**src/rtl/core/bpc_pkg.sv**
```systemverilog
`default_nettype none

package bpc_pkg;

   // field widths of the request and response items
   localparam int FUNC_W      = 3;
   localparam int FILE_W      = 8;
   localparam int BLOCK_W     = 20;
   localparam int SEL_W       = 4;
   localparam int FRAME_OUT_W = 4;

   // defaults for the top level parameters
   localparam int FRAMES_DEF  = 16;
   localparam int REF_MAX_DEF = 255;

   // most response items one flush can produce
   localparam int MAX_RESULTS = 16;
   localparam int CNT_W       = $clog2(MAX_RESULTS + 1);

   // request function codes
   localparam logic [FUNC_W-1:0] FN_GET   = 3'd0;
   localparam logic [FUNC_W-1:0] FN_DIRTY = 3'd1;
   localparam logic [FUNC_W-1:0] FN_PIN   = 3'd2;
   localparam logic [FUNC_W-1:0] FN_UNPIN = 3'd3;
   localparam logic [FUNC_W-1:0] FN_FLUSH = 3'd4;
   localparam logic [FUNC_W-1:0] FN_DROP  = 3'd5;

   // response status codes
   localparam logic STATUS_OK         = 1'b0;
   localparam logic STATUS_ALL_PINNED = 1'b1;

   // sequencer states
   typedef enum logic [3:0] {
      ST_IDLE,
      ST_ACK,
      ST_TAG_RD,
      ST_TAG_CHK,
      ST_SWEEP_RD,
      ST_SWEEP_CHK,
      ST_FILL,
      ST_FL_SCAN,
      ST_FL_CAP,
      ST_FL_END,
      ST_DROP_RD,
      ST_DROP_CHK,
      ST_EMIT
   } state_type;

   // one response item
   typedef struct packed {
      logic [FRAME_OUT_W-1:0] frame_out;
      logic                   hit;
      logic                   load_req;
      logic                   writeback_req;
      logic [FILE_W-1:0]      wb_file;
      logic [BLOCK_W-1:0]     wb_block;
      logic                   status;
      logic                   last;
   } rsp_item_type;

   // write enables toward the frame memory
   typedef struct packed {
      logic tag_we;
      logic refs_we;
   } mem_ctl_type;

   // results of the shared compare unit
   typedef struct packed {
      logic file_eq;
      logic tag_eq;
      logic refs_zero;
   } unit_flags_type;

endpackage

`default_nettype wire

```
**src/rtl/core/bpc_req_if.sv**
```systemverilog
`default_nettype none

interface bpc_req_if;
   logic                          valid;
   logic                          ready;
   logic [bpc_pkg::FUNC_W-1:0]    func;
   logic [bpc_pkg::FILE_W-1:0]    file_id;
   logic [bpc_pkg::BLOCK_W-1:0]   block_num;
   logic [bpc_pkg::SEL_W-1:0]     frame_sel;

   modport source (output valid, func, file_id, block_num, frame_sel, input ready);
   modport sink   (input valid, func, file_id, block_num, frame_sel, output ready);
endinterface

`default_nettype wire

```
**src/rtl/core/bpc_rsp_if.sv**
```systemverilog
`default_nettype none

interface bpc_rsp_if;
   logic                            valid;
   logic                            ready;
   logic [bpc_pkg::FRAME_OUT_W-1:0] frame_out;
   logic                            hit;
   logic                            load_req;
   logic                            writeback_req;
   logic [bpc_pkg::FILE_W-1:0]      wb_file;
   logic [bpc_pkg::BLOCK_W-1:0]     wb_block;
   logic                            status;
   logic                            last;

   modport source (output valid, frame_out, hit, load_req, writeback_req, wb_file, wb_block,
                   status, last, input ready);
   modport sink   (input valid, frame_out, hit, load_req, writeback_req, wb_file, wb_block,
                   status, last, output ready);
endinterface

`default_nettype wire

```
**src/rtl/core/bpc_mem.sv**
```systemverilog
`default_nettype none

module bpc_mem #(
   parameter int FRAMES = bpc_pkg::FRAMES_DEF,
   parameter int IDX_W  = $clog2(FRAMES),
   parameter int REF_W  = $clog2(bpc_pkg::REF_MAX_DEF + 1)
) (
   input  wire logic                         clock,
   input  wire logic [IDX_W-1:0]             rd_addr,
   input  wire logic [IDX_W-1:0]             wr_addr,
   input  wire bpc_pkg::mem_ctl_type         ctl,
   input  wire logic [bpc_pkg::FILE_W-1:0]   wr_file,
   input  wire logic [bpc_pkg::BLOCK_W-1:0]  wr_block,
   input  wire logic [REF_W-1:0]             wr_refs,
   output logic      [bpc_pkg::FILE_W-1:0]   rd_file,
   output logic      [bpc_pkg::BLOCK_W-1:0]  rd_block,
   output logic      [REF_W-1:0]             rd_refs
);
   import bpc_pkg::*;

   logic [FILE_W-1:0]  tag_file_ff  [FRAMES];
   logic [BLOCK_W-1:0] tag_block_ff [FRAMES];
   logic [REF_W-1:0]   refs_ff      [FRAMES];

   logic [FILE_W-1:0]  rd_file_ff;
   logic [BLOCK_W-1:0] rd_block_ff;
   logic [REF_W-1:0]   rd_refs_ff;

   // write port
   always_ff @(posedge clock) begin
      if (ctl.tag_we) begin
         tag_file_ff[wr_addr]  <= wr_file;
         tag_block_ff[wr_addr] <= wr_block;
      end
      if (ctl.refs_we) begin
         refs_ff[wr_addr] <= wr_refs;
      end
   end

   // registered read port
   always_ff @(posedge clock) begin
      rd_file_ff  <= tag_file_ff[rd_addr];
      rd_block_ff <= tag_block_ff[rd_addr];
      rd_refs_ff  <= refs_ff[rd_addr];
   end

   assign rd_file  = rd_file_ff;
   assign rd_block = rd_block_ff;
   assign rd_refs  = rd_refs_ff;

endmodule

`default_nettype wire

```
**src/rtl/core/bpc_unit.sv**
```systemverilog
`default_nettype none

module bpc_unit #(
   parameter int REF_MAX = bpc_pkg::REF_MAX_DEF,
   parameter int REF_W   = $clog2(REF_MAX + 1)
) (
   input  wire logic [bpc_pkg::FILE_W-1:0]   key_file,
   input  wire logic [bpc_pkg::BLOCK_W-1:0]  key_block,
   input  wire logic [bpc_pkg::FILE_W-1:0]   rd_file,
   input  wire logic [bpc_pkg::BLOCK_W-1:0]  rd_block,
   input  wire logic [REF_W-1:0]             rd_refs,
   output bpc_pkg::unit_flags_type           flags,
   output logic      [REF_W-1:0]             refs_inc,
   output logic      [REF_W-1:0]             refs_dec
);
   import bpc_pkg::*;

   localparam logic [REF_W-1:0] REF_TOP = REF_W'(REF_MAX);

   // tag compare against the frame entry just read
   always_comb begin
      flags.file_eq   = (rd_file == key_file);
      flags.tag_eq    = (rd_file == key_file) && (rd_block == key_block);
      flags.refs_zero = (rd_refs == '0);
   end

   // saturating increment and plain decrement of the reference count
   assign refs_inc = (rd_refs == REF_TOP) ? rd_refs : rd_refs + 1'b1;
   assign refs_dec = rd_refs - 1'b1;

endmodule

`default_nettype wire

```
**src/rtl/core/bpc_seq.sv**
```systemverilog
`default_nettype none

module bpc_seq #(
   parameter int FRAMES  = bpc_pkg::FRAMES_DEF,
   parameter int REF_MAX = bpc_pkg::REF_MAX_DEF,
   parameter int IDX_W   = $clog2(FRAMES),
   parameter int REF_W   = $clog2(REF_MAX + 1)
) (
   input  wire logic                         clock,
   input  wire logic                         reset,
   bpc_req_if.sink                           req_chan,
   bpc_rsp_if.source                         rsp_chan,
   output logic      [IDX_W-1:0]             rd_addr,
   output logic      [IDX_W-1:0]             wr_addr,
   output bpc_pkg::mem_ctl_type              mem_ctl,
   output logic      [bpc_pkg::FILE_W-1:0]   key_file,
   output logic      [bpc_pkg::BLOCK_W-1:0]  key_block,
   output logic      [REF_W-1:0]             wr_refs,
   input  wire logic [bpc_pkg::FILE_W-1:0]   rd_file,
   input  wire logic [bpc_pkg::BLOCK_W-1:0]  rd_block,
   input  wire bpc_pkg::unit_flags_type      flags,
   input  wire logic [REF_W-1:0]             refs_inc,
   input  wire logic [REF_W-1:0]             refs_dec
);
   import bpc_pkg::*;

   localparam logic [IDX_W-1:0] IDX_LAST = IDX_W'(FRAMES - 1);
   localparam logic [REF_W-1:0] REF_INIT = (REF_MAX < 2) ? REF_W'(REF_MAX) : REF_W'(2);
   localparam logic [CNT_W-1:0] CNT_LAST = CNT_W'(MAX_RESULTS - 1);

   state_type           state_ff,    state_in;
   logic [FUNC_W-1:0]   func_ff,     func_in;
   logic [FILE_W-1:0]   fid_ff,      fid_in;
   logic [BLOCK_W-1:0]  blk_ff,      blk_in;
   logic [SEL_W-1:0]    sel_ff,      sel_in;
   logic [IDX_W-1:0]    idx_ff,      idx_in;
   logic [IDX_W-1:0]    hand_ff,     hand_in;
   logic [IDX_W-1:0]    victim_ff,   victim_in;
   logic [CNT_W-1:0]    cnt_ff,      cnt_in;
   logic                have_ff,     have_in;
   logic                empty_ff,    empty_in;
   logic                unpinned_ff, unpinned_in;
   rsp_item_type        item_ff,     item_in;
   rsp_item_type        out_ff,      out_in;
   logic                out_valid_ff, out_valid_in;
   logic [FRAMES-1:0]   valid_ff,    valid_in;
   logic [FRAMES-1:0]   dirty_ff,    dirty_in;
   logic [FRAMES-1:0]   pinned_ff,   pinned_in;

   logic               out_free;
   logic               idx_last;
   logic [IDX_W-1:0]   hand_next;
   logic [IDX_W-1:0]   sel_idx;
   logic               sel_ok;
   logic               empty_now;
   logic               unpinned_now;
   logic [IDX_W-1:0]   victim_now;

   assign out_free  = !out_valid_ff || rsp_chan.ready;
   assign idx_last  = (idx_ff == IDX_LAST);
   assign hand_next = (hand_ff == IDX_LAST) ? '0 : hand_ff + 1'b1;
   assign sel_idx   = IDX_W'(sel_ff);
   assign sel_ok    = (32'(sel_ff) < FRAMES);
   assign key_file  = fid_ff;
   assign key_block = blk_ff;

   // track first empty frame and any unpinned frame during the tag scan
   always_comb begin
      empty_now    = empty_ff;
      victim_now   = victim_ff;
      unpinned_now = unpinned_ff || !pinned_ff[idx_ff];
      if (!empty_ff && !valid_ff[idx_ff]) begin
         empty_now  = 1'b1;
         victim_now = idx_ff;
      end
   end

   // sequencer: next state, memory control and flag updates
   always_comb begin
      state_in     = state_ff;
      func_in      = func_ff;
      fid_in       = fid_ff;
      blk_in       = blk_ff;
      sel_in       = sel_ff;
      idx_in       = idx_ff;
      hand_in      = hand_ff;
      victim_in    = victim_ff;
      cnt_in       = cnt_ff;
      have_in      = have_ff;
      empty_in     = empty_ff;
      unpinned_in  = unpinned_ff;
      item_in      = item_ff;
      out_in       = out_ff;
      out_valid_in = out_valid_ff;
      valid_in     = valid_ff;
      dirty_in     = dirty_ff;
      pinned_in    = pinned_ff;
      rd_addr      = idx_ff;
      wr_addr      = idx_ff;
      mem_ctl      = '0;
      wr_refs      = refs_inc;
      req_chan.ready = 1'b0;

      if (out_valid_ff && rsp_chan.ready) begin
         out_valid_in = 1'b0;
      end

      unique case (state_ff)
         ST_IDLE: begin
            req_chan.ready = 1'b1;
            if (req_chan.valid) begin
               func_in      = req_chan.func;
               fid_in       = req_chan.file_id;
               blk_in       = req_chan.block_num;
               sel_in       = req_chan.frame_sel;
               idx_in       = '0;
               cnt_in       = '0;
               have_in      = 1'b0;
               empty_in     = 1'b0;
               unpinned_in  = 1'b0;
               item_in      = '0;
               item_in.last = 1'b1;
               unique case (req_chan.func)
                  FN_GET:   state_in = ST_TAG_RD;
                  FN_FLUSH: state_in = ST_FL_SCAN;
                  FN_DROP:  state_in = ST_DROP_RD;
                  default:  state_in = ST_ACK;
               endcase
            end
         end

         // mark dirty, pin, unpin and unused codes
         ST_ACK: begin
            if (func_ff inside {FN_DIRTY, FN_PIN, FN_UNPIN}) begin
               item_in.frame_out = sel_ff;
               if (sel_ok && valid_ff[sel_idx]) begin
                  case (func_ff)
                     FN_DIRTY: dirty_in[sel_idx]  = 1'b1;
                     FN_PIN:   pinned_in[sel_idx] = 1'b1;
                     default:  pinned_in[sel_idx] = 1'b0;
                  endcase
               end
            end
            state_in = ST_EMIT;
         end

         ST_TAG_RD: begin
            rd_addr  = idx_ff;
            state_in = ST_TAG_CHK;
         end

         // hit bumps the count, otherwise walk on
         ST_TAG_CHK: begin
            if (valid_ff[idx_ff] && flags.tag_eq) begin
               mem_ctl.refs_we   = 1'b1;
               wr_addr           = idx_ff;
               wr_refs           = refs_inc;
               item_in.frame_out = FRAME_OUT_W'(idx_ff);
               item_in.hit       = 1'b1;
               state_in          = ST_EMIT;
            end else begin
               empty_in    = empty_now;
               victim_in   = victim_now;
               unpinned_in = unpinned_now;
               if (idx_last) begin
                  if (empty_now) begin
                     state_in = ST_FILL;
                  end else if (!unpinned_now) begin
                     item_in.status = STATUS_ALL_PINNED;
                     state_in       = ST_EMIT;
                  end else begin
                     state_in = ST_SWEEP_RD;
                  end
               end else begin
                  idx_in   = idx_ff + 1'b1;
                  state_in = ST_TAG_RD;
               end
            end
         end

         ST_SWEEP_RD: begin
            rd_addr  = hand_ff;
            state_in = ST_SWEEP_CHK;
         end

         // clock sweep: skip pinned, take count zero, else decrement
         ST_SWEEP_CHK: begin
            if (pinned_ff[hand_ff]) begin
               hand_in  = hand_next;
               state_in = ST_SWEEP_RD;
            end else if (flags.refs_zero) begin
               victim_in = hand_ff;
               if (dirty_ff[hand_ff]) begin
                  item_in.writeback_req = 1'b1;
                  item_in.wb_file       = rd_file;
                  item_in.wb_block      = rd_block;
               end
               state_in = ST_FILL;
            end else begin
               mem_ctl.refs_we = 1'b1;
               wr_addr         = hand_ff;
               wr_refs         = refs_dec;
               hand_in         = hand_next;
               state_in        = ST_SWEEP_RD;
            end
         end

         // install the new tag in the victim frame
         ST_FILL: begin
            mem_ctl.tag_we     = 1'b1;
            mem_ctl.refs_we    = 1'b1;
            wr_addr            = victim_ff;
            wr_refs            = REF_INIT;
            valid_in[victim_ff]  = 1'b1;
            dirty_in[victim_ff]  = 1'b0;
            pinned_in[victim_ff] = 1'b0;
            item_in.frame_out  = FRAME_OUT_W'(victim_ff);
            item_in.load_req   = 1'b1;
            state_in           = ST_EMIT;
         end

         // flush: a held item goes out once the next dirty frame is seen
         ST_FL_SCAN: begin
            if (valid_ff[idx_ff] && dirty_ff[idx_ff]) begin
               if (have_ff) begin
                  if (out_free) begin
                     out_in       = item_ff;
                     out_in.last  = 1'b0;
                     out_valid_in = 1'b1;
                     have_in      = 1'b0;
                  end
               end else begin
                  rd_addr          = idx_ff;
                  dirty_in[idx_ff] = 1'b0;
                  state_in         = ST_FL_CAP;
               end
            end else if (idx_last) begin
               state_in = ST_FL_END;
            end else begin
               idx_in = idx_ff + 1'b1;
            end
         end

         ST_FL_CAP: begin
            item_in               = '0;
            item_in.frame_out     = FRAME_OUT_W'(idx_ff);
            item_in.writeback_req = 1'b1;
            item_in.wb_file       = rd_file;
            item_in.wb_block      = rd_block;
            have_in               = 1'b1;
            cnt_in                = cnt_ff + 1'b1;
            if (cnt_ff == CNT_LAST || idx_last) begin
               item_in.last = 1'b1;
               state_in     = ST_EMIT;
            end else begin
               idx_in   = idx_ff + 1'b1;
               state_in = ST_FL_SCAN;
            end
         end

         ST_FL_END: begin
            if (!have_ff) begin
               item_in = '0;
            end
            item_in.last = 1'b1;
            state_in     = ST_EMIT;
         end

         ST_DROP_RD: begin
            rd_addr  = idx_ff;
            state_in = ST_DROP_CHK;
         end

         // drop every frame whose file id matches
         ST_DROP_CHK: begin
            if (valid_ff[idx_ff] && flags.file_eq) begin
               valid_in[idx_ff]  = 1'b0;
               dirty_in[idx_ff]  = 1'b0;
               pinned_in[idx_ff] = 1'b0;
            end
            if (idx_last) begin
               state_in = ST_EMIT;
            end else begin
               idx_in   = idx_ff + 1'b1;
               state_in = ST_DROP_RD;
            end
         end

         ST_EMIT: begin
            if (out_free) begin
               out_in       = item_ff;
               out_valid_in = 1'b1;
               state_in     = ST_IDLE;
            end
         end

         default: begin
            state_in = ST_IDLE;
         end
      endcase
   end

   // control registers
   always_ff @(posedge clock) begin
      if (reset) begin
         state_ff     <= ST_IDLE;
         hand_ff      <= '0;
         out_valid_ff <= 1'b0;
         valid_ff     <= '0;
         dirty_ff     <= '0;
         pinned_ff    <= '0;
         have_ff      <= 1'b0;
      end else begin
         state_ff     <= state_in;
         hand_ff      <= hand_in;
         out_valid_ff <= out_valid_in;
         valid_ff     <= valid_in;
         dirty_ff     <= dirty_in;
         pinned_ff    <= pinned_in;
         have_ff      <= have_in;
      end
   end

   // payload registers
   always_ff @(posedge clock) begin
      func_ff     <= func_in;
      fid_ff      <= fid_in;
      blk_ff      <= blk_in;
      sel_ff      <= sel_in;
      idx_ff      <= idx_in;
      victim_ff   <= victim_in;
      cnt_ff      <= cnt_in;
      empty_ff    <= empty_in;
      unpinned_ff <= unpinned_in;
      item_ff     <= item_in;
      out_ff      <= out_in;
   end

   // response channel
   assign rsp_chan.valid         = out_valid_ff;
   assign rsp_chan.frame_out     = out_ff.frame_out;
   assign rsp_chan.hit           = out_ff.hit;
   assign rsp_chan.load_req      = out_ff.load_req;
   assign rsp_chan.writeback_req = out_ff.writeback_req;
   assign rsp_chan.wb_file       = out_ff.wb_file;
   assign rsp_chan.wb_block      = out_ff.wb_block;
   assign rsp_chan.status        = out_ff.status;
   assign rsp_chan.last          = out_ff.last;

   // a filled frame is present and unpinned right after the fill
   a_fill_installs: assert property (@(posedge clock) disable iff (reset)
      (state_ff == ST_FILL) |=> valid_ff[$past(victim_ff)] && !pinned_ff[$past(victim_ff)])
      else $error("victim frame not installed after fill");

   // an all-pinned error ends its request
   a_error_is_last: assert property (@(posedge clock) disable iff (reset)
      (out_valid_ff && out_ff.status == STATUS_ALL_PINNED) |-> out_ff.last && !out_ff.load_req)
      else $error("all-pinned error item not final or requests a load");

   // a hit never asks for a load or a writeback
   a_hit_no_io: assert property (@(posedge clock) disable iff (reset)
      (out_valid_ff && out_ff.hit) |-> !out_ff.load_req && !out_ff.writeback_req)
      else $error("hit item also requests disk traffic");

   // the sweep only decrements unpinned frames
   a_sweep_unpinned: assert property (@(posedge clock) disable iff (reset)
      (state_ff == ST_SWEEP_CHK && mem_ctl.refs_we) |-> !pinned_ff[hand_ff])
      else $error("sweep touched a pinned frame");

endmodule

`default_nettype wire

```
**src/rtl/core/buffer_pool_clock_replacement_top.sv**
```systemverilog
// Page-frame directory for a buffer pool with clock replacement.
// req_chan takes one request item (func, file_id, block_num, frame_sel) when
// valid and ready are both high; rsp_chan returns one or more response items,
// the final one with last set. ready is high only while the sequencer is idle.
// A get scans the tags one frame at a time: one memory read, then one compare.
// A hit in frame i ends the scan there; a miss fills the first empty frame,
// reports all-pinned, or else starts the clock sweep.
// The sweep reads and checks each frame it visits and fills the victim.
// Mark dirty, pin, unpin and unused codes need no scan; drop visits every
// frame; flush scans the frames and reads each dirty frame it captures. The
// get, sweep and drop steps all go through the single read port of the frame
// memory and the one shared compare and count unit.
// Responses sit in an output register: a new request is taken while the last
// response still waits, and a stalled receiver holds the sequencer in place
// before its next response, so nothing is dropped.
// Reset empties every frame and clears the dirty, pinned marks and the clock
// hand; tags and counts are written on fill before they are ever read.
`default_nettype none

module buffer_pool_clock_replacement_top #(
   parameter int FRAMES  = bpc_pkg::FRAMES_DEF,
   parameter int REF_MAX = bpc_pkg::REF_MAX_DEF
) (
   input wire logic  clock,
   input wire logic  reset,
   bpc_req_if.sink   req_chan,
   bpc_rsp_if.source rsp_chan
);
   import bpc_pkg::*;

   localparam int IDX_W = $clog2(FRAMES);
   localparam int REF_W = $clog2(REF_MAX + 1);

   logic [IDX_W-1:0]   rd_addr;
   logic [IDX_W-1:0]   wr_addr;
   mem_ctl_type        mem_ctl;
   logic [FILE_W-1:0]  key_file;
   logic [BLOCK_W-1:0] key_block;
   logic [REF_W-1:0]   wr_refs;
   logic [FILE_W-1:0]  rd_file;
   logic [BLOCK_W-1:0] rd_block;
   logic [REF_W-1:0]   rd_refs;
   unit_flags_type     flags;
   logic [REF_W-1:0]   refs_inc;
   logic [REF_W-1:0]   refs_dec;

   // sequencer with frame flags and output register
   bpc_seq #(
      .FRAMES  (FRAMES),
      .REF_MAX (REF_MAX),
      .IDX_W   (IDX_W),
      .REF_W   (REF_W)
   ) u_seq (
      .clock     (clock),
      .reset     (reset),
      .req_chan  (req_chan),
      .rsp_chan  (rsp_chan),
      .rd_addr   (rd_addr),
      .wr_addr   (wr_addr),
      .mem_ctl   (mem_ctl),
      .key_file  (key_file),
      .key_block (key_block),
      .wr_refs   (wr_refs),
      .rd_file   (rd_file),
      .rd_block  (rd_block),
      .flags     (flags),
      .refs_inc  (refs_inc),
      .refs_dec  (refs_dec)
   );

   // tag and count memory
   bpc_mem #(
      .FRAMES (FRAMES),
      .IDX_W  (IDX_W),
      .REF_W  (REF_W)
   ) u_mem (
      .clock    (clock),
      .rd_addr  (rd_addr),
      .wr_addr  (wr_addr),
      .ctl      (mem_ctl),
      .wr_file  (key_file),
      .wr_block (key_block),
      .wr_refs  (wr_refs),
      .rd_file  (rd_file),
      .rd_block (rd_block),
      .rd_refs  (rd_refs)
   );

   // shared compare and count unit
   bpc_unit #(
      .REF_MAX (REF_MAX),
      .REF_W   (REF_W)
   ) u_unit (
      .key_file  (key_file),
      .key_block (key_block),
      .rd_file   (rd_file),
      .rd_block  (rd_block),
      .rd_refs   (rd_refs),
      .flags     (flags),
      .refs_inc  (refs_inc),
      .refs_dec  (refs_dec)
   );

endmodule

`default_nettype wire
```
**src/flat_wrapper.sv**
```systemverilog
// flat-port wrapper written by rule: the top's interface ports become plain ports
module buffer_pool_clock_replacement_top_flat import bpc_pkg::*;
#(
   parameter int FRAMES  = bpc_pkg::FRAMES_DEF,
   parameter int REF_MAX = bpc_pkg::REF_MAX_DEF
)
  (clock, reset, req_chan_valid, req_chan_func, req_chan_file_id, req_chan_block_num, req_chan_frame_sel, req_chan_ready, rsp_chan_valid, rsp_chan_frame_out, rsp_chan_hit, rsp_chan_load_req, rsp_chan_writeback_req, rsp_chan_wb_file, rsp_chan_wb_block, rsp_chan_status, rsp_chan_last, rsp_chan_ready);
  bpc_req_if req_chan_i ();
  bpc_rsp_if rsp_chan_i ();
  input wire logic clock;
  input wire logic reset;
  input wire logic [$bits(req_chan_i.valid)-1:0] req_chan_valid;
  input wire logic [$bits(req_chan_i.func)-1:0] req_chan_func;
  input wire logic [$bits(req_chan_i.file_id)-1:0] req_chan_file_id;
  input wire logic [$bits(req_chan_i.block_num)-1:0] req_chan_block_num;
  input wire logic [$bits(req_chan_i.frame_sel)-1:0] req_chan_frame_sel;
  output wire logic [$bits(req_chan_i.ready)-1:0] req_chan_ready;
  output wire logic [$bits(rsp_chan_i.valid)-1:0] rsp_chan_valid;
  output wire logic [$bits(rsp_chan_i.frame_out)-1:0] rsp_chan_frame_out;
  output wire logic [$bits(rsp_chan_i.hit)-1:0] rsp_chan_hit;
  output wire logic [$bits(rsp_chan_i.load_req)-1:0] rsp_chan_load_req;
  output wire logic [$bits(rsp_chan_i.writeback_req)-1:0] rsp_chan_writeback_req;
  output wire logic [$bits(rsp_chan_i.wb_file)-1:0] rsp_chan_wb_file;
  output wire logic [$bits(rsp_chan_i.wb_block)-1:0] rsp_chan_wb_block;
  output wire logic [$bits(rsp_chan_i.status)-1:0] rsp_chan_status;
  output wire logic [$bits(rsp_chan_i.last)-1:0] rsp_chan_last;
  input wire logic [$bits(rsp_chan_i.ready)-1:0] rsp_chan_ready;
  assign req_chan_i.valid = req_chan_valid;
  assign req_chan_i.func = req_chan_func;
  assign req_chan_i.file_id = req_chan_file_id;
  assign req_chan_i.block_num = req_chan_block_num;
  assign req_chan_i.frame_sel = req_chan_frame_sel;
  assign req_chan_ready = req_chan_i.ready;
  assign rsp_chan_valid = rsp_chan_i.valid;
  assign rsp_chan_frame_out = rsp_chan_i.frame_out;
  assign rsp_chan_hit = rsp_chan_i.hit;
  assign rsp_chan_load_req = rsp_chan_i.load_req;
  assign rsp_chan_writeback_req = rsp_chan_i.writeback_req;
  assign rsp_chan_wb_file = rsp_chan_i.wb_file;
  assign rsp_chan_wb_block = rsp_chan_i.wb_block;
  assign rsp_chan_status = rsp_chan_i.status;
  assign rsp_chan_last = rsp_chan_i.last;
  assign rsp_chan_i.ready = rsp_chan_ready;
  buffer_pool_clock_replacement_top #(.FRAMES(FRAMES), .REF_MAX(REF_MAX)) u_core (.clock(clock), .reset(reset), .req_chan(req_chan_i), .rsp_chan(rsp_chan_i));
endmodule
```
**config.mk**
```make
export PLATFORM = sky130hd
export DESIGN_NAME = buffer_pool_clock_replacement_top_flat
export DESIGN_NICKNAME = d
export VERILOG_FILES = /design/src/rtl/core/bpc_pkg.sv /design/src/rtl/core/bpc_req_if.sv /design/src/rtl/core/bpc_rsp_if.sv /design/src/rtl/core/bpc_mem.sv /design/src/rtl/core/bpc_unit.sv /design/src/rtl/core/bpc_seq.sv /design/src/rtl/core/buffer_pool_clock_replacement_top.sv /design/src/flat_wrapper.sv
export SDC_FILE = /design/constraint.sdc
export NUM_CORES = 1
export LEC_CHECK = 0
export BUFFER_PORTS_ARGS = -buffer_cell sky130_fd_sc_hd__buf_2
export CORE_MARGIN = 8
export CORE_UTILIZATION = 50
export DETAILED_ROUTE_END_ITERATION = 6
export GPL_ROUTABILITY_DRIVEN = 0
export PLACE_DENSITY = 0.73
export SLEW_MARGIN = 20
export SYNTH_ARGS = -nofsm -noshare
export SYNTH_HDL_FRONTEND = slang
export SYNTH_SLANG_ARGS = --single-unit
```
**constraint.sdc**
```tcl
create_clock -name clock -period 9.2 [get_ports clock]
set_input_delay 1.84 -clock clock [delete_from_list [all_inputs] [get_ports clock]]
set_output_delay 1.84 -clock clock [all_outputs]
set_load 0.02 [all_outputs]
```
==> results of run 1 <==
==> per-layer routing <==
layer | global-route usage | wire length (um) | vias up
li1 | - | - | 8104
met1 | 0.291 | 31800 | 9822
met2 | 0.330 | 37000 | 1154
met3 | 0.0456 | 7460 | 230
met4 | 0.0677 | 2650 | 0
met5 | 0 | 0 | -
==> flip-flops by register name (all words and copies together) (netlist names), 20 cells and up, named ones only <==
signal / flops
u_core.u_mem.tag_block_ff: 320
u_core.u_seq.item_ff: 37
u_core.u_mem.rd_block: 20
u_core.u_mem.refs_ff: 128
u_core.u_mem.tag_file_ff: 128
u_core.u_seq.key_block: 20
u_core.u_seq.rsp_chan.wb_block: 20
==> per-stage QoR <==
step                      instance area, sq um  power, mW  hold slack [ps]   util
final                                    36900       11.6              419  0.573
after detailed placement                 34100       8.22              405  0.529
after CTS                                36900       11.6              420  0.572
after global routing                     36900       12.0              423  0.573
after global placement                   34000       8.11              402  0.528
after floorplan                          32700       7.16              400      -
==> layout make-up <==
class	instances	area, sq um
clock inverters	42	547
fillers	4787	27500
clock buffers	109	2280
inverters	23	87.6
repair buffers	113	681
flip-flops and latches	794	22900
well taps	855	1070
multi-input cells	1059	9360
==> worst paths after layout <==
kind | start | to | slack (ps) | cells after the start
setup reg to reg | u_core.u_seq.state_ff[2] | u_core.u_mem.refs_ff[1][4] | 3840 | 6
hold reg to reg | u_core.u_seq.item_ff[1] | u_core.u_seq.rsp_chan.status | 420 | 0
hold / removal | u_core.u_seq.item_ff[1] | u_core.u_seq.rsp_chan.status | 420 | 0
setup / recovery | u_core.u_seq.state_ff[2] | u_core.u_mem.refs_ff[1][4] | 3840 | 6
==> cells in the final DEF, fill, tap and decap left out, types with 13 or more instances in the layout <==
| cell | Yosys | routed |
|---|---|---|
| sky130_fd_sc_hd__edfxtp_1 | 700 | 700 |
| sky130_fd_sc_hd__mux4_2 | 163 | 163 |
| sky130_fd_sc_hd__nand2_1 | 163 | 162 |
| sky130_fd_sc_hd__dfxtp_1 | 94 | 94 |
| sky130_fd_sc_hd__nor2_1 | 99 | 86 |
| sky130_fd_sc_hd__clkbuf_16 | 0 | 81 |
| sky130_fd_sc_hd__buf_2 | 36 | 77 |
| sky130_fd_sc_hd__o21ai_0 | 50 | 50 |
| sky130_fd_sc_hd__a31oi_1 | 48 | 48 |
| sky130_fd_sc_hd__nor2b_1 | 47 | 47 |
| sky130_fd_sc_hd__and2_1 | 46 | 46 |
| sky130_fd_sc_hd__a211oi_1 | 44 | 44 |
| sky130_fd_sc_hd__a21oi_1 | 46 | 42 |
| sky130_fd_sc_hd__buf_4 | 7 | 34 |
| sky130_fd_sc_hd__xnor2_1 | 33 | 33 |
| sky130_fd_sc_hd__nand3_1 | 31 | 31 |
| sky130_fd_sc_hd__nor3_1 | 32 | 23 |
| sky130_fd_sc_hd__a311oi_1 | 19 | 19 |
| sky130_fd_sc_hd__nand2b_1 | 18 | 18 |
| sky130_fd_sc_hd__inv_1 | 21 | 16 |
| sky130_fd_sc_hd__mux2i_1 | 17 | 16 |
| sky130_fd_sc_hd__clkinv_2 | 0 | 16 |
| sky130_fd_sc_hd__clkbuf_8 | 0 | 15 |
| sky130_fd_sc_hd__and3_1 | 14 | 14 |
| sky130_fd_sc_hd__or3_1 | 14 | 14 |
| sky130_fd_sc_hd__nor2_4 | 0 | 13 |
| sky130_fd_sc_hd__clkbuf_1 | 75 | 13 |
==> power groups by stage <==
stage | logic, mW | registers [mW] | clock network [mW]
after floorplan | 2.28 | 4.88 | 0
after global placement | 3.04 | 5.07 | 0
after global routing | 3.36 | 5.08 | 3.59
after CTS | 3.14 | 5.03 | 3.45
after detailed placement | 3.13 | 5.10 | 0
final | 3.15 | 5.04 | 3.41
==> cell families after synthesis <==
kind of cell,after synthesis,share of synthesized area
buffers and inverters,146,0.0192
multiplexers,187,0.120
XOR/XNOR,35,0.00939
AND/OR/NAND/NOR,502,0.0757
AO/OA/AOI/OAI,326,0.0710
adder cells (fa/ha/maj),9,0.00345
flip-flops,794,0.701
==> PnR_summary.wiki, run 1 <==
{| class="wikitable"
! Metric !! Value
|-
| Run status || finished, violations left
|-
| Violated checks || design-rule violations
|-
| Most frequent cell after synthesis || sky130_fd_sc_hd__edfxtp_1
|-
| Mean cell area of the mapped netlist || 16.3 sq um
|-
| Max Fanout on Critical Path || 28
|-
| Design internal power || 7.85 mW
|-
| Area of the mapped netlist || around 33,000 sq um
|-
| Cell chosen for the clock root || sky130_fd_sc_hd__clkbuf_16
|-
| Leakage power || 12.0 nW
|-
| Nets@finish || 2,120
|-
| Number of placement rows || 93
|-
| Data required time of the worst path || 9460 ps
|-
| Category of the critical setup timing path || register to register
|-
| Largest delay share family, worst path || compound AO/OA/AOI/OAI gates
|-
| Capturing element type of the critical path || register
|-
| Number of I/O pins || 78
|-
| Psw || 3.75 mW
|-
| Floorplan Core Area || 64,500 sq um
|-
| Library cell contributing the largest single delay on the critical path || sky130_fd_sc_hd__a221oi_2
|-
| Vias post-DR || roughly 19,000
|-
| Die H || approximately 270 um
|-
| First-pass DRT Iterations || 7
|-
| Number of antenna cells inserted || 0
|-
| Register share of total power || 0.435
|-
| Initial drt markers || 2,463
|-
| CTS Sinks || around 790
|-
| Post-route DRC violation count || 5
|-
| Post-route fraction of the period consumed by the critical path || 0.583
|-
| Clock slew at the register clock pins of the worst setup and hold paths || 60 ps
|-
| Peak per-stage delay on the critical path || 980 ps
|-
| Relative contribution of the clock network to total power || 0.294
|-
| Yosys top cell by area || sky130_fd_sc_hd__edfxtp_1
|-
| Synth async-reset ratio || 0
|-
| Cell count after placement || between 2,000 and 3,000
|-
| Transition time at the pin with the least slew margin || 1100 ps
|-
| Fraction of layout cells with a size suffix above 1 || 0.218
|-
| Number of standard cells after synthesis || between 1,500 and 2,000
|-
| Number of setup violations in the final report || 0
|-
| Flops & latches, synth || 794
|-
| Skew final || 55.9 ps
|-
| Placement-stage worst setup slack || 4010 ps
|-
| GRT overflow || 0
|-
| Global-route wire length before repair || 120,000 um
|-
| Slew HR || 0.266
|-
| Synth area leaders || sky130_fd_sc_hd__edfxtp_1, sky130_fd_sc_hd__mux4_2, sky130_fd_sc_hd__dfxtp_1
|-
| CTS Buf Count || 81
|-
| Maximum root-to-sink buffer count || 3
|-
| Yosys cell types || 79
|-
| Wire per inst || 26.3 um
|-
| Drt total wl || 78,900 um
|-
| Die Area || ~74,000 sq um
|-
| Register area share after synthesis || 0.701
|-
| Min setup slack post-route || 3840 ps
|-
| H-Tree Depth || 3
|-
| Layout-stage area growth over the synthesis result || 13.1%
|-
| Width of the chip || about 270 um
|-
| Worst path bufs/invs || 1
|-
| Critical Path Start Type || register
|-
| Post-CTS Repair Setup Buffers || 0
|-
| Power share of the combinational group || 0.271
|-
| Detailed placement HPWL || 47,100 um
|-
| Setup tns final || 0 ps
|-
| GRT Total Usage || 0.210
|-
| Switching power as a share of total power || 0.323
|-
| Most instantiated cells after synthesis || sky130_fd_sc_hd__edfxtp_1, sky130_fd_sc_hd__mux4_2, sky130_fd_sc_hd__nand2_1, sky130_fd_sc_hd__nor2_1, sky130_fd_sc_hd__dfxtp_1
|-
| Number of synthesized flops with an enable pin || 700
|-
| Shortest period the worst path allows || 5360 ps
|-
| Layout Cells excl Fill || 2,995
|-
| Pin count of the biggest net entering global routing || 145
|-
| Unrepaired setup endpoints after global routing || false
|-
| Cells along the critical path || nand3_1, inv_1, a31oi_1, a221oi_2, o211ai_1, nor2_1
|-
| Arrival time of the worst setup path || 5620 ps
|-
| Clock tree from TritonCTS || done
|-
| Number of buffers added on ports || 77
|-
| Maximum clock frequency || 186 MHz
|-
| Count of antenna-violating nets left after detailed routing || 0
|-
| Synthesized netlist net count || 2,047
|-
| Hold-fix buffers, CTS || 0
|-
| Initial Utilization || 0.507
|-
| Initial antenna violation count || 1
|-
| CTS-repair resized insts || 0
|-
| Vias in the first global route || 19,100
|-
| Class of the tightest hold or removal check || register to register
|-
| Synth warn || 0
|-
| Pins over their slew limit || 0
|-
| Count of maximum capacitance violations || 0
|-
| Top cell type's share of synthesized area || 0.644
|-
| Worst-case vdd ir drop || 408 uV
|-
| Number of hold violations in the final report || 0
|-
| Leading register cell type out of synthesis || sky130_fd_sc_hd__edfxtp_1
|-
| Clock latency reported for the late side of the worst-skew pair || approximately 650 ps
|-
| Vias per std cell || 6.45
|-
| Power Dens Cells || 314 nW/um^2
|}
No activity file was read; power rests on OpenSTA's default activity.
==> run 2, diff against run 1 <==
- PLACE_DENSITY: 0.73 -> 0.76
- clock period: 9.2 -> 4.44 ns (I/O delays scaled with it)
==> run 2 against run 1 <==
  * Register-to-register slack lost 3700 ps
  * Clock skew down 12 ps
  * Highest routed layer is now met5
  * Global-route usage rose by 1.2 points
  * Critical path depth increased by 2
  * Cell count grew 2.2%
  * Critical endpoint is now u_core.u_mem.refs_ff[13][2]
  * The flow now finishes without violations
  * Sequential share of layout area shrank 0.91 points
  * Clock-buffer cell count increased by 4
  * Via count up 2.1%
  * Flip-flop and latch count did not move
  * Combinational power is 130% higher
  * Clock power up 110%
==> PnR_summary.wiki, run 2 (synthesis gave the netlist of run 1 again) <==
{| class="wikitable"
! Metric !! Value
|-
| Clock latency reported for the late side of the worst-skew pair || 640 ps
|-
| Data required time of the worst path || 4750 ps
|-
| CTS Buf Count || 80
|-
| Nets@finish || ~2,200
|-
| Layout-stage area growth over the synthesis result || 14.8%
|-
| Most frequent standard cell in the layout excluding fill and tap cells || sky130_fd_sc_hd__edfxtp_1
|-
| Transition time at the pin with the least slew margin || between 1000 and 1500 ps
|-
| Initial Utilization || 0.507
|-
| Clock tree from TritonCTS || done
|-
| Switching power as a share of total power || 0.325
|-
| Number of buffers added on ports || 77
|-
| Floorplan Core Area || 64,500 sq um
|-
| Capturing element type of the critical path || register
|-
| Die Area || 73,700 sq um
|-
| Number of hold violations in the final report || 0
|-
| Unrepaired setup endpoints after global routing || false
|-
| Vias post-DR || between 15,000 and 20,000
|-
| Vias per std cell || 6.44
|-
| Initial drt markers || 2,631
|-
| Cell chosen for the clock root || sky130_fd_sc_hd__clkbuf_16
|-
| Global-route wire length before repair || 125,000 um
|-
| Number of flip-flops in the largest register || 320
|-
| Psw || a little under 8 mW
|-
| Commonest non-fill, non-tap cells in the layout || sky130_fd_sc_hd__edfxtp_1, sky130_fd_sc_hd__mux4_2, sky130_fd_sc_hd__nand2_1
|-
| Relative contribution of the clock network to total power || 0.288
|-
| Register-to-register setup slack || ~160 ps
|-
| Die H || 272 um
|-
| CTS Sinks || just under 800
|-
| Drt total wl || 83,300 um
|-
| Skew final || 44.0 ps
|-
| GRT Total Usage || 0.222
|-
| Library cell contributing the largest single delay on the critical path || sky130_fd_sc_hd__a221oi_2
|-
| Setup tns final || 0 ps
|-
| Most flops, register || u_core.u_mem.tag_block_ff
|-
| Number of placement rows || 93
|-
| First-pass DRT Iterations || 7
|-
| Post-route DRC violation count || 0
|-
| Cells along the critical path || mux2i_1, mux4_2, nand2_1, a21oi_1, a221oi_2, o211ai_1, nor2_1, buf_4
|-
| Design internal power || 16.5 mW
|-
| Post-CTS Repair Setup Buffers || 0
|-
| Critical Path Start Type || register
|-
| Largest delay share family, worst path || compound AO/OA/AOI/OAI gates
|-
| Clock slew at the register clock pins of the worst setup and hold paths || 60 ps
|-
| Worst-case vdd ir drop || 351 uV
|-
| Run status || finished, final reports clean
|-
| Worst path bufs/invs || 1
|-
| Peak per-stage delay on the critical path || 940 ps
|-
| Final Total Pwr || 24.5 mW
|-
| Maximum clock frequency || ~230 MHz
|-
| H-Tree Depth || 3
|-
| Number of antenna cells inserted || 0
|-
| Arrival time of the worst setup path || between 4000 and 5000 ps
|-
| Number of I/O pins || 78
|-
| Class of the tightest hold or removal check || register to register
|-
| Post-route fraction of the period consumed by the critical path || 0.965
|-
| Biggest regs || u_core.u_mem.tag_block_ff: 320 flops, u_core.u_mem.refs_ff: 128 flops, u_core.u_mem.tag_file_ff: 128 flops
|-
| Shortest period the worst path allows || 4280 ps
|-
| Max Fanout on Critical Path || 19
|-
| Pin count of the biggest net entering global routing || 36
|-
| Power Dens Cells || 653 nW/um^2
|-
| Detailed placement HPWL || 51,400 um
|-
| GRT overflow || 0
|-
| Count of antenna-violating nets left after detailed routing || 0
|-
| Power share of the combinational group || 0.293
|-
| Pins over their slew limit || 0
|-
| Category of the critical setup timing path || register to register
|-
| Register share of total power || 0.420
|-
| Fraction of layout cells with a size suffix above 1 || 0.237
|-
| Width of the chip || 272 um
|-
| Maximum root-to-sink buffer count || 3
|-
| Number of setup violations in the final report || 0
|-
| Count of maximum capacitance violations || 0
|-
| Slew HR || 0.198
|-
| Vias in the first global route || approximately 20,000
|-
| Initial antenna violation count || 2
|-
| Leakage power || 12.3 nW
|-
| Wire per inst || 27.2 um
|-
| Hold-fix buffers, CTS || 0
|}
## run 2: cell types whose count changed in the layout (fill, tap and decap cells not counted), sizes merged
| cell | delta |
|---|---|
| clkbuf | +4 |
| clkinv | -7 |
| inv | +1 |
| clkinvlp | +1 |
| buf | +66 |
## run 2: metrics by stage
stage | util | hold slack (ps) | instances | instance area (sq um) | setup WS [ps]
finish | 0.581 | 415 | 3060 | 37500 | 156
global route | 0.581 | 414 | 3060 | 37500 | 19.7
CTS | 0.581 | 399 | 3060 | 37400 | 174
detailed placement | 0.537 | 405 | 2910 | 34600 | 211
global placement | 0.537 | 401 | 2910 | 34600 | 522
floorplan | - | 400 | 1999 | 32700 | 243
## run 2: final cells by class
type	instances	area (sq um)
sequential	794	22900
tap	855	1070
fill	4685	27000
inverter	23	86.3
multi-input combinational	1059	9330
clock inverter	37	497
clock buffer	113	2300
timing repair buffer	179	1290
## run 2: layer usage
| layer | track usage | wire [um] |
|---|---|---|
| met1 | 0.292 | 31700 |
| met2 | 0.351 | 39200 |
| met3 | 0.0580 | 9280 |
| met4 | 0.0880 | 3210 |
| met5 | 0 | 12 |
## run 2: final timing paths
| kind | startpoint | end | cells after the start |
|---|---|---|---|
| worst min register to register | u_core.u_seq.item_ff[30] | u_core.u_seq.rsp_chan.writeback_req | 0 |
| worst min-delay path | u_core.u_seq.item_ff[30] | u_core.u_seq.rsp_chan.writeback_req | 0 |
| worst max-delay path | u_core.u_seq.hand_ff[1] | u_core.u_mem.refs_ff[13][2] | 8 |
| worst max register to register | u_core.u_seq.hand_ff[1] | u_core.u_mem.refs_ff[13][2] | 8 |
## run 2: what timing repair did
action | 4_1_cts | 5_1_grt
setup endpoints to repair | 0 | 24
resized for setup | 0 | 1
endpoints found under the hold margin | 0 | 0
## run 2: power groups by stage
stage | sequential, mW | combinational [mW] | clock, mW
after CTS | 10.2 | 7.10 | 7.10
after detailed placement | 10.4 | 6.99 | 0
after global placement | 10.3 | 6.84 | 0
final | 10.3 | 7.16 | 7.03
after floorplan | 10.1 | 4.73 | 0
after global routing | 10.3 | 7.61 | 7.37
==> run 3, diff against run 2 <==
- CTS_CLUSTER_DIAMETER: default -> 100
- RECOVER_POWER: default -> 50
==> run 3 against run 2 <==
  * The run now ends with max-capacitance violations, max-slew violations left
  * Critical path depth stayed put
  * Register-to-register slack worse by 20 ps
  * Wire length is 0.39% higher
  * Fmax is 0.53% lower
  * Design area is 0.45% lower
  * Core utilization is 0.26 points lower
==> PnR_summary.wiki, run 3 (synthesis gave the netlist of run 1 again) <==
{| class="wikitable"
! Metric !! Value
|-
| Max Fanout on Critical Path || 19
|-
| Detailed placement HPWL || slightly above 50,000 um
|-
| Post-CTS Repair Setup Buffers || 0
|-
| Largest delay share family, worst path || compound AO/OA/AOI/OAI gates
|-
| Cell count after placement || between 2,000 and 3,000
|-
| Clock tree from TritonCTS || done
|-
| Instance count along the most critical hold path || 0
|-
| Number of flip-flops in the largest register || 320
|-
| Met3 routing resource usage after global routing || 0.0580
|-
| Layout-stage area growth over the synthesis result || 14.2%
|-
| Fill cell count || 4,742
|-
| Most frequent standard cell in the layout excluding fill and tap cells || sky130_fd_sc_hd__edfxtp_1
|-
| Category of the critical setup timing path || register to register
|-
| CTS Buf Count || 80
|-
| Setup tns final || 0 ps
|-
| Power Dens Cells || 654 nW/um^2
|-
| Number of buffers added on ports || 77
|-
| Met1 track demand over resource in global routing || 0.292
|-
| Number of setup violations in the final report || 0
|-
| Biggest regs || u_core.u_mem.tag_block_ff: 320 flops, u_core.u_mem.refs_ff: 128 flops, u_core.u_mem.tag_file_ff: 128 flops
|-
| Count of antenna-violating nets left after detailed routing || 0
|-
| Die Area || 73,700 sq um
|-
| Pin count of the biggest net entering global routing || 36
|-
| Layout Cells excl Fill || 3,061
|-
| Clock latency reported for the late side of the worst-skew pair || about 640 ps
|-
| Initial drt markers || approximately 2,600
|-
| Post-layout instance area || about 37,000 sq um
|-
| Post-route fraction of the period consumed by the critical path || 0.970
|-
| Cell chosen for the clock root || sky130_fd_sc_hd__clkbuf_16
|-
| Number of placement rows || 93
|-
| Layer with the highest usage after global routing || met2
|-
| Utilization after layout || 0.579
|-
| Number of I/O pins || 78
|-
| Startpoint of the lowest-slack register-to-register path || u_core.u_seq.hand_ff[1]
|-
| Initial Utilization || 0.507
|-
| Initial antenna violation count || 2
|-
| Leakage power || 12.1 nW
|-
| Drt total wl || between 80,000 and 90,000 um
|-
| Destination of the worst hold path || u_core.u_seq.rsp_chan.wb_block[19]
|-
| Maximum clock frequency || approximately 230 MHz
|-
| Commonest non-fill, non-tap cells in the layout || sky130_fd_sc_hd__edfxtp_1, sky130_fd_sc_hd__mux4_2, sky130_fd_sc_hd__nand2_1
|-
| Reg2reg path depth || 8
|-
| Most flops, register || u_core.u_mem.tag_block_ff
|-
| Global-route wire length before repair || 125,000 um
|-
| Capturing element type of the critical path || register
|-
| Startpoint of the lowest-slack hold path || u_core.u_seq.item_ff[21]
|-
| Placed cell area || 34,600 sq um
|-
| Min setup slack post-route || 134 ps
|-
| Vias in the first global route || 20,000
|-
| Slew HR || -0.332
|-
| Unrepaired setup endpoints after global routing || false
|-
| Nets@finish || 2,185
|-
| Run status || finished, violations left
|-
| Transition time at the pin with the least slew margin || between 1500 and 2000 ps
|-
| GRT Total Usage || 0.222
|-
| CTS Sinks || 794
|-
| Violated checks || max-capacitance violations, max-slew violations
|-
| Placement-stage worst setup slack || approximately 210 ps
|-
| First-pass DRT Iterations || 7
|-
| CTS-repair resized insts || 0
|-
| Critical Path Start Type || register
|-
| Library cell contributing the largest single delay on the critical path || sky130_fd_sc_hd__a221oi_2
|-
| Post-route DRC violation count || 0
|-
| Die H || 272 um
|-
| GRT overflow || 0
|-
| Vias post-DR || between 15,000 and 20,000
|-
| End of the worst register-to-register path || u_core.u_mem.refs_ff[13][2]
|-
| Floorplan Core Area || 64,500 sq um
|-
| Pins over their slew limit || 66
|-
| Worst-case vdd ir drop || 351 uV
|-
| Peak per-stage delay on the critical path || 940 ps
|-
| Hold-fix buffers, CTS || 0
|-
| Register-to-register setup slack || 130 ps
|-
| Width of the chip || 272 um
|-
| Fraction of layout cells with a size suffix above 1 || 0.203
|-
| Cells along the critical path || mux2i_1, mux4_2, nand2_1, a21oi_1, a221oi_2, o211ai_1, nor2_1, buf_4
|-
| Fin Hold WS || 414 ps
|-
| Data required time of the worst path || 4750 ps
|-
| Class of the tightest hold or removal check || register to register
|-
| Wire per inst || 27.3 um
|-
| Worst path bufs/invs || 1
|-
| Number of hold violations in the final report || 0
|-
| Shortest period the worst path allows || 4310 ps
|-
| Arrival time of the worst setup path || 4620 ps
|-
| H-Tree Depth || 3
|-
| Vias per std cell || 6.49
|-
| Met2 routing resource usage after global routing || 0.351
|-
| Final Total Pwr || 24.4 mW
|-
| Clock slew at the register clock pins of the worst setup and hold paths || 60 ps
|-
| Maximum root-to-sink buffer count || 3
|-
| Count of maximum capacitance violations || 2
|-
| Skew final || ~43 ps
|}
-- run 3: cell types whose count changed in the layout (fill, tap and decap cells not counted), moves of 5 or more --
cell	delta
sky130_fd_sc_hd__and2_0	+5
sky130_fd_sc_hd__buf_4	-25
sky130_fd_sc_hd__clkbuf_1	+73
sky130_fd_sc_hd__buf_2	-49
sky130_fd_sc_hd__and2_1	-5
-- run 3: power breakdown --
group          switching [mW]  leakage [nW]  internal, mW
logic                    4.30          3.64          2.78
clock network            2.92          1.34          4.12
registers               0.723          7.12          9.56
-- run 3: metal layers --
| layer | wire length [um] | part of all wire |
|---|---|---|
| met4 | 3170 | 0.038 |
| met1 | 31500 | 0.38 |
| met2 | 39500 | 0.47 |
| met5 | 13 | 0.00016 |
| met3 | 9520 | 0.11 |
-- run 3: worst max-delay path by stage --
stage,from,endpoint,cells after the start,slack (ps)
after floorplan,u_core.u_seq.idx_ff[0],u_core.u_seq.rsp_chan.frame_out[0],9,240
after global placement,u_core.u_seq.hand_ff[1],u_core.u_mem.refs_ff[3][2],6,520
after detailed placement,u_core.u_seq.hand_ff[1],u_core.u_mem.refs_ff[6][6],6,210
after CTS,u_core.u_seq.hand_ff[1],u_core.u_mem.refs_ff[6][7],6,170
after global routing,u_core.u_seq.hand_ff[1],u_core.u_mem.refs_ff[9][7],8,20
final,u_core.u_seq.hand_ff[1],u_core.u_mem.refs_ff[13][2],8,130
-- run 3: cell type report --
cell class	instances	area, sq um	area share
antenna	1	2.50	0.0000671
clock buffer	113	2300	0.0616
clock inverter	37	497	0.0133
inverter	23	86.3	0.00231
multi-input combinational	1059	9320	0.250
sequential	794	22900	0.614
tap	855	1070	0.0287
timing repair buffer	179	1130	0.0304
